[src/rtl/core/page_table_walk_map_unmap_assert.svh]
// assertion macros shared by the page table walker modules
// no dependencies; define ASSERT_OFF to drop all checks
`ifndef PAGE_TABLE_WALK_MAP_UNMAP_ASSERT_SVH
`define PAGE_TABLE_WALK_MAP_UNMAP_ASSERT_SVH
`ifndef ASSERT_OFF
`define PTW_ASSERT_IMP(label, clk, rst_n, ante, cons) \
	label: assert property (@(posedge clk) disable iff (!rst_n) (ante) |-> (cons)) \
		else $error("assertion failed");
`define PTW_ASSERT_NXT(label, clk, rst_n, ante, cons) \
	label: assert property (@(posedge clk) disable iff (!rst_n) (ante) |=> (cons)) \
		else $error("assertion failed");
`else
`define PTW_ASSERT_IMP(label, clk, rst_n, ante, cons)
`define PTW_ASSERT_NXT(label, clk, rst_n, ante, cons)
`endif
`endif

[src/rtl/core/ptw_pkg.sv]
// types and constants for the page table walker
// no dependencies
`timescale 1ns / 1ps
package ptw_pkg;
	localparam logic [2:0] ST_OK        = 3'd0;
	localparam logic [2:0] ST_BADARG    = 3'd1;
	localparam logic [2:0] ST_ALREADY   = 3'd2;
	localparam logic [2:0] ST_NOTMAPPED = 3'd3;
	localparam logic [2:0] ST_FULL      = 3'd4;

	localparam logic [1:0] MODE_LOOKUP = 2'd0;
	localparam logic [1:0] MODE_MAP    = 2'd1;
	localparam logic [1:0] MODE_UNMAP  = 2'd2;

	localparam logic       REG_FIVE_LEVEL = 1'b0;
	localparam logic       REG_TABLE_BASE = 1'b1;

	localparam logic [63:0] ADDR_MASK = 64'h000F_FFFF_FFFF_F000;
	localparam int          IDX_BITS  = 9;

	// datapath commands from the controller
	typedef struct packed {
		logic load;      // latch the new transaction
		logic clr_wr;    // write zero at clear pointer
		logic rd;        // read entry at walk position
		logic ev;        // evaluate read data of walk level
		logic zero_wr;   // zero a word of a new table
		logic link_wr;   // link a new table
		logic leaf_rd;   // read leaf entry
		logic leaf_ev;   // evaluate leaf entry
		logic next_page; // advance to next page of a run
		logic finish;    // emit result
	} ptw_cmd_t;

	// datapath status to the controller
	typedef struct packed {
		logic       badarg;
		logic       is_lookup;
		logic       is_map;
		logic       last_level;
		logic       ent_present;
		logic       ent_bad;
		logic       store_full;
		logic       zero_done;
		logic       clr_done;
		logic       leaf_present;
		logic       last_page;
	} ptw_stat_t;
endpackage

[src/rtl/core/ptw_ctrl.sv]
// controller state machine of the page table walker
// depends on ptw_pkg and the assertion header
`timescale 1ns / 1ps
`include "page_table_walk_map_unmap_assert.svh"
module ptw_ctrl (
	input  logic               clk,
	input  logic               arst_n,
	input  logic               start,
	input  ptw_pkg::ptw_stat_t st,
	output ptw_pkg::ptw_cmd_t  cmd,
	output logic               busy
);
	typedef enum logic [10:0] {
		S_CLEAR  = 11'b000_0000_0001,
		S_IDLE   = 11'b000_0000_0010,
		S_CHECK  = 11'b000_0000_0100,
		S_RD     = 11'b000_0000_1000,
		S_EV     = 11'b000_0001_0000,
		S_ZERO   = 11'b000_0010_0000,
		S_LINK   = 11'b000_0100_0000,
		S_LRD    = 11'b000_1000_0000,
		S_LEV    = 11'b001_0000_0000,
		S_DONE   = 11'b010_0000_0000,
		S_WAIT   = 11'b100_0000_0000
	} state_t;

	state_t state_q, state_d;

	always_ff @(posedge clk or negedge arst_n) begin
		if (!arst_n) state_q <= S_CLEAR;
		else state_q <= state_d;
	end

	always_comb begin
		state_d = state_q;
		cmd = '0;
		unique case (state_q)
			S_CLEAR: begin
				cmd.clr_wr = 1'b1;
				if (st.clr_done) state_d = S_IDLE;
			end
			S_IDLE: begin
				if (start) begin
					cmd.load = 1'b1;
					state_d = S_CHECK;
				end
			end
			S_CHECK: begin
				if (st.badarg) begin
					cmd.finish = 1'b1;
					state_d = S_IDLE;
				end else state_d = S_RD;
			end
			S_RD: begin
				cmd.rd = 1'b1;
				state_d = S_WAIT;
			end
			S_WAIT: state_d = S_EV;
			S_EV: begin
				cmd.ev = 1'b1;
				if (st.ent_present) begin
					if (st.ent_bad) begin
						cmd.finish = 1'b1;
						state_d = S_IDLE;
					end else if (st.last_level) state_d = S_LRD;
					else state_d = S_RD;
				end else if (st.is_map) begin
					if (st.store_full) begin
						cmd.finish = 1'b1;
						state_d = S_IDLE;
					end else state_d = S_ZERO;
				end else begin
					cmd.finish = 1'b1;
					state_d = S_IDLE;
				end
			end
			S_ZERO: begin
				cmd.zero_wr = 1'b1;
				if (st.zero_done) state_d = S_LINK;
			end
			S_LINK: begin
				cmd.link_wr = 1'b1;
				if (st.last_level) state_d = S_LRD;
				else state_d = S_RD;
			end
			S_LRD: begin
				cmd.leaf_rd = 1'b1;
				state_d = S_DONE;
			end
			S_DONE: state_d = S_LEV;
			S_LEV: begin
				cmd.leaf_ev = 1'b1;
				if (st.is_lookup) begin
					cmd.finish = 1'b1;
					state_d = S_IDLE;
				end else if (st.leaf_present == st.is_map || st.last_page) begin
					cmd.finish = 1'b1;
					state_d = S_IDLE;
				end else begin
					cmd.next_page = 1'b1;
					state_d = S_RD;
				end
			end
			default: state_d = S_IDLE;
		endcase
	end

	assign busy = (state_q != S_IDLE);

	`PTW_ASSERT_IMP(a_onehot, clk, arst_n, 1'b1, $onehot(state_q))
	`PTW_ASSERT_IMP(a_fin_busy, clk, arst_n, cmd.finish, busy)
	`PTW_ASSERT_NXT(a_load_chk, clk, arst_n, cmd.load, state_q == S_CHECK)
endmodule

[config.mk]
export PLATFORM = sky130hd
export DESIGN_NAME = ptw_ctrl
export DESIGN_NICKNAME = d
export VERILOG_FILES = /design/src/rtl/core/ptw_pkg.sv /design/src/rtl/core/ptw_ctrl.sv
export VERILOG_INCLUDE_DIRS = /design/src /design/src/rtl/core
export SDC_FILE = /design/constraint.sdc
export NUM_CORES = 1
export LEC_CHECK = 0
export BUFFER_PORTS_ARGS = -buffer_cell sky130_fd_sc_hd__buf_2
export CELL_PAD_IN_SITES_DETAIL_PLACEMENT = 0
export CELL_PAD_IN_SITES_GLOBAL_PLACEMENT = 2
export CORE_MARGIN = 10
export CORE_UTILIZATION = 30
export CTS_CLUSTER_DIAMETER = 40
export CTS_CLUSTER_SIZE = 40
export DETAILED_ROUTE_END_ITERATION = 8
export PLACE_DENSITY_LB_ADDON = 0.1
export RECOVER_POWER = 50
export SLEW_MARGIN = 20
export SYNTH_ARGS = -nofsm -noshare
export SYNTH_HDL_FRONTEND = slang
export SYNTH_SLANG_ARGS = --single-unit
[constraint.sdc]
create_clock -name clk -period 6.05 [get_ports clk]
set_input_delay 0.3025 -clock clk [delete_from_list [all_inputs] [get_ports clk]]
set_output_delay 0.3025 -clock clk [all_outputs]
set_load 0.005 [all_outputs]
==> results.py <==
metrics = {
    "sta": {
        "period_share_pct": 41.88,
        "setup_viol": 0,
        "finalMaxSlewViolations": 0,
        "timing.fmax_mhz": 394.6,
        "slew_headroom_pct": 51.66,
        "hold_slack_ns": 0.1701,
        "clock_skew_ns": 0.01005,
        "tns_ns": 0,
        "layout_setup_ws_ns": 3.516,
        "post-route-min-period_ns": 2.534,
        "tightest_slew_ns": 0.7185,
        "rsz0062_at_grt": "false",
        "final_hold_viol_count": 0,
    },
    "detailed_routing": {
        "vias": 730,
        "dr.first_iter.drc_count": 32,
        "post_drt_wl_per_cell_um": 14.90,
        "drtAntennaViolNets": 0,
        "dr.pass1.iters": 4,
        "wirelength_mm": 2.161,
        "viasPerCell": 5.034,
        "drcViolationCount": 0,
    },
    "cells_and_area": {
        "nFillCells": 282,
        "num_antenna_cells": 0,
        "final_nets": 130,
        "area_delta_synth_final_pct": 20.80,
        "drive_gt1_share_pct": 26.96,
        "final_cell_count_no_fill": 145,
        "largest_reg_flops": 11,
        "top_regs": "state_q (11)",
        "top_register": "state_q",
        "finalInstanceArea_um2": 944.7,
    },
    "placement": {
        "place_area_um2": 915.9,
        "placed_cells": 140,
        "io_buffers": 24,
        "hpwl_mm": 1.736,
        "dp_slack_ns": 3.955,
        "gp_congestion": 0.7438,
    },
    "worst_setup_path": {
        "critPathCaptureType": "output port",
        "crit_arrival_ns": 2.23,
        "crit_chain": "nor4_1 -> nand4b_1 -> or3_1 -> nand2_1 -> buf_2",
        "slowest_stage": "nor4_1",
        "path_buf_inv": 1,
        "crit_family": "simple AND/OR/NAND/NOR gates",
        "path_class": "reg2out",
        "cpPeakStageDelay_ns": 0.66,
        "critPathRequiredTime_ns": 5.75,
        "path_max_fanout": 5,
        "crit_path_start_kind": "register",
    },
    "clock_tree": {
        "ctsResizeCount": 0,
        "cts_buffers": 3,
        "clockRootBuffer": "clkbuf_4",
        "cts.sink_count": 11,
        "h-tree-depth": 1,
        "clk_pin_slew_worst_paths_ns": 0.08,
        "cts_buffer_depth": 2,
        "clk_latency_ns": 0.27,
        "cts_tree": "yes",
    },
    "power_and_ir_drop": {
        "pwr-share-comb_pct": 41.9,
        "p_sw_mw": 0.1013,
        "leakage_nw": 0.4839,
        "p_sw_share_pct": 39.22,
        "power.density_mw_per_mm2": 273.3,
        "p_clk_share_pct": 20.2,
        "p_int_mw": 0.1569,
        "seq_power_share_pct": 37.9,
        "ir_drop_uv": 152.1,
    },
    "synthesis": {
        "synth.net_count": 104,
        "syn-cell-area_um2": 782.0,
        "synth_cells": 90,
        "yosysSeqAreaShare_pct": 35.36,
        "synth.avg_cell_area_um2": 8.689,
        "yosysUniqueCellTypes": 37,
        "ys_ff_latch": 11,
        "ys.flop_type": "dfrtp_1",
        "synth_edf_count": 0,
        "synthArstFlopShare_pct": 100.0,
        "ys_warn_count": 0,
    },
    "floorplan": {
        "fp.dieH_um": 71.06,
        "die_w_um": 71.06,
        "start_util_pct": 31.57,
        "coreArea_mm2": 0.002477,
        "fp-row-count": 18,
        "die_area_mm2": 0.005049,
        "ioPinCount": 25,
    },
    "run": {
        "cap_violations": 0,
    },
    "global_routing": {
        "grt_pass1_wl_mm": 3.601,
        "track_usage_pct": 8.633,
        "antenna_found_initial": 0,
        "grt_overflow_total": 0,
        "grt_pass1_vias": 739,
        "grt_max_degree": 12,
    },
    "outcome": {
        "status": "complete, no violations",
    },
    "worst_hold_path": {
        "hp-class": "in2reg",
    },
}
==> layer usage <==
metal	routed length (um)	up-vias	global-route usage (%)
met3	162	2	2.929
met1	1079	323	12.03
met4	23	0	3.871
li1	-	379	-
met2	896	26	11.47
met5	0	-	0
==> path summary, 6_finish.rpt <==
kind	start	to	slack, ns	cells after the start
max in group asynchronous	arst_n	state_q[6]$_DFFE_PN0P_	5.05	2
worst max register to register	state_q[9]$_DFFE_PN0P_	state_q[1]$_DFFE_PN0P_	3.88	5
worst max-delay path	state_q[9]$_DFFE_PN0P_	cmd[0]	3.52	5
min in group asynchronous	arst_n	state_q[4]$_DFFE_PN0P_	0.56	2
worst min-delay path	st[2]	state_q[0]$_DFFE_PN1P_	0.17	2
worst min register to register	state_q[0]$_DFFE_PN1P_	state_q[0]$_DFFE_PN1P_	0.56	2
==> cell usage after synthesis (2+ instances only) <==
library cell   n  area (um^2)
xor2_1         2        17.52
inv_1          5        18.77
dfrtp_1       10        250.2
clkbuf_1       2        7.510
o21ai_0        4        20.02
o211ai_1       2        15.01
nor2b_1        4        25.02
nor2_1        11        41.29
nor3_1         4        20.02
nor4_1         5        31.28
nor3b_1        4        30.03
nand2b_1       3        18.77
nor4b_1        3        26.28
a21oi_1        2        10.01
nand2_1        7        26.28
==> final cells by class <==
type | count | area, um^2 | area share, %
Multi-Input combinational cell | 70 | 456.7 | 48.34
Sequential cell | 11 | 276.5 | 29.27
Timing Repair Buffer | 25 | 128.9 | 13.64
Tap cell | 30 | 37.54 | 3.974
Clock buffer | 4 | 26.28 | 2.781
Inverter | 5 | 18.77 | 1.987
==> placed cells by master (no fill, tap or decap), types with 2 or more instances in the layout <==
master | netlist | routed
dfrtp_1 | 10 | 10
nor4b_1 | 3 | 3
nor2b_1 | 4 | 4
nor4_1 | 5 | 6
nand2_1 | 7 | 7
a21oi_1 | 2 | 2
buf_2 | 1 | 23
nor3_1 | 4 | 4
inv_1 | 5 | 5
nor3b_1 | 4 | 4
clkbuf_1 | 2 | 2
nor2_1 | 11 | 11
xor2_1 | 2 | 2
o21ai_0 | 4 | 4
nand2b_1 | 3 | 3
o211ai_1 | 2 | 2
clkbuf_4 | 0 | 3
==> kinds of logic after synthesis <==
kind of cell / share of synthesized area [%]
xor+xnor: 3.361
compound gates: 12.00
mux: 1.440
flops: 35.36
simple gates: 42.40
buf+inv: 5.440
==> timing repair <==
item	CTS	global route
endpoints found under the hold margin	10	0
setup buffers	0	0
hold buffers	1	0
==> power groups by stage <==
stage	registers, mW	clock network (mW)	logic, mW
after CTS	0.0984	0.0547	0.110
after global placement	0.100	0	0.110
after detailed placement	0.0995	0	0.109
after floorplan	0.0900	0	0.0855
after global routing	0.100	0.0583	0.122
final	0.0978	0.0522	0.108
==> through the flow <==
stage | util, % | power [mW]
4_1_cts | 38.43 | 0.2630
3_3_place_gp | 36.97 | 0.2101
5_1_grt | 38.13 | 0.2805
3_5_place_dp | 36.97 | 0.2082
2_1_floorplan | - | 0.1755
6_report | 38.13 | 0.2582
==> worst register-to-register path, cell delays in order (launching register included) <==
cell,delay [ns]
dfrtp_1,0.43
nor4_1,0.66
nand4_1,0.34
o311ai_0,0.20
o211ai_1,0.12
mux2_1,0.29
Power figures use the tool's default switching activity.
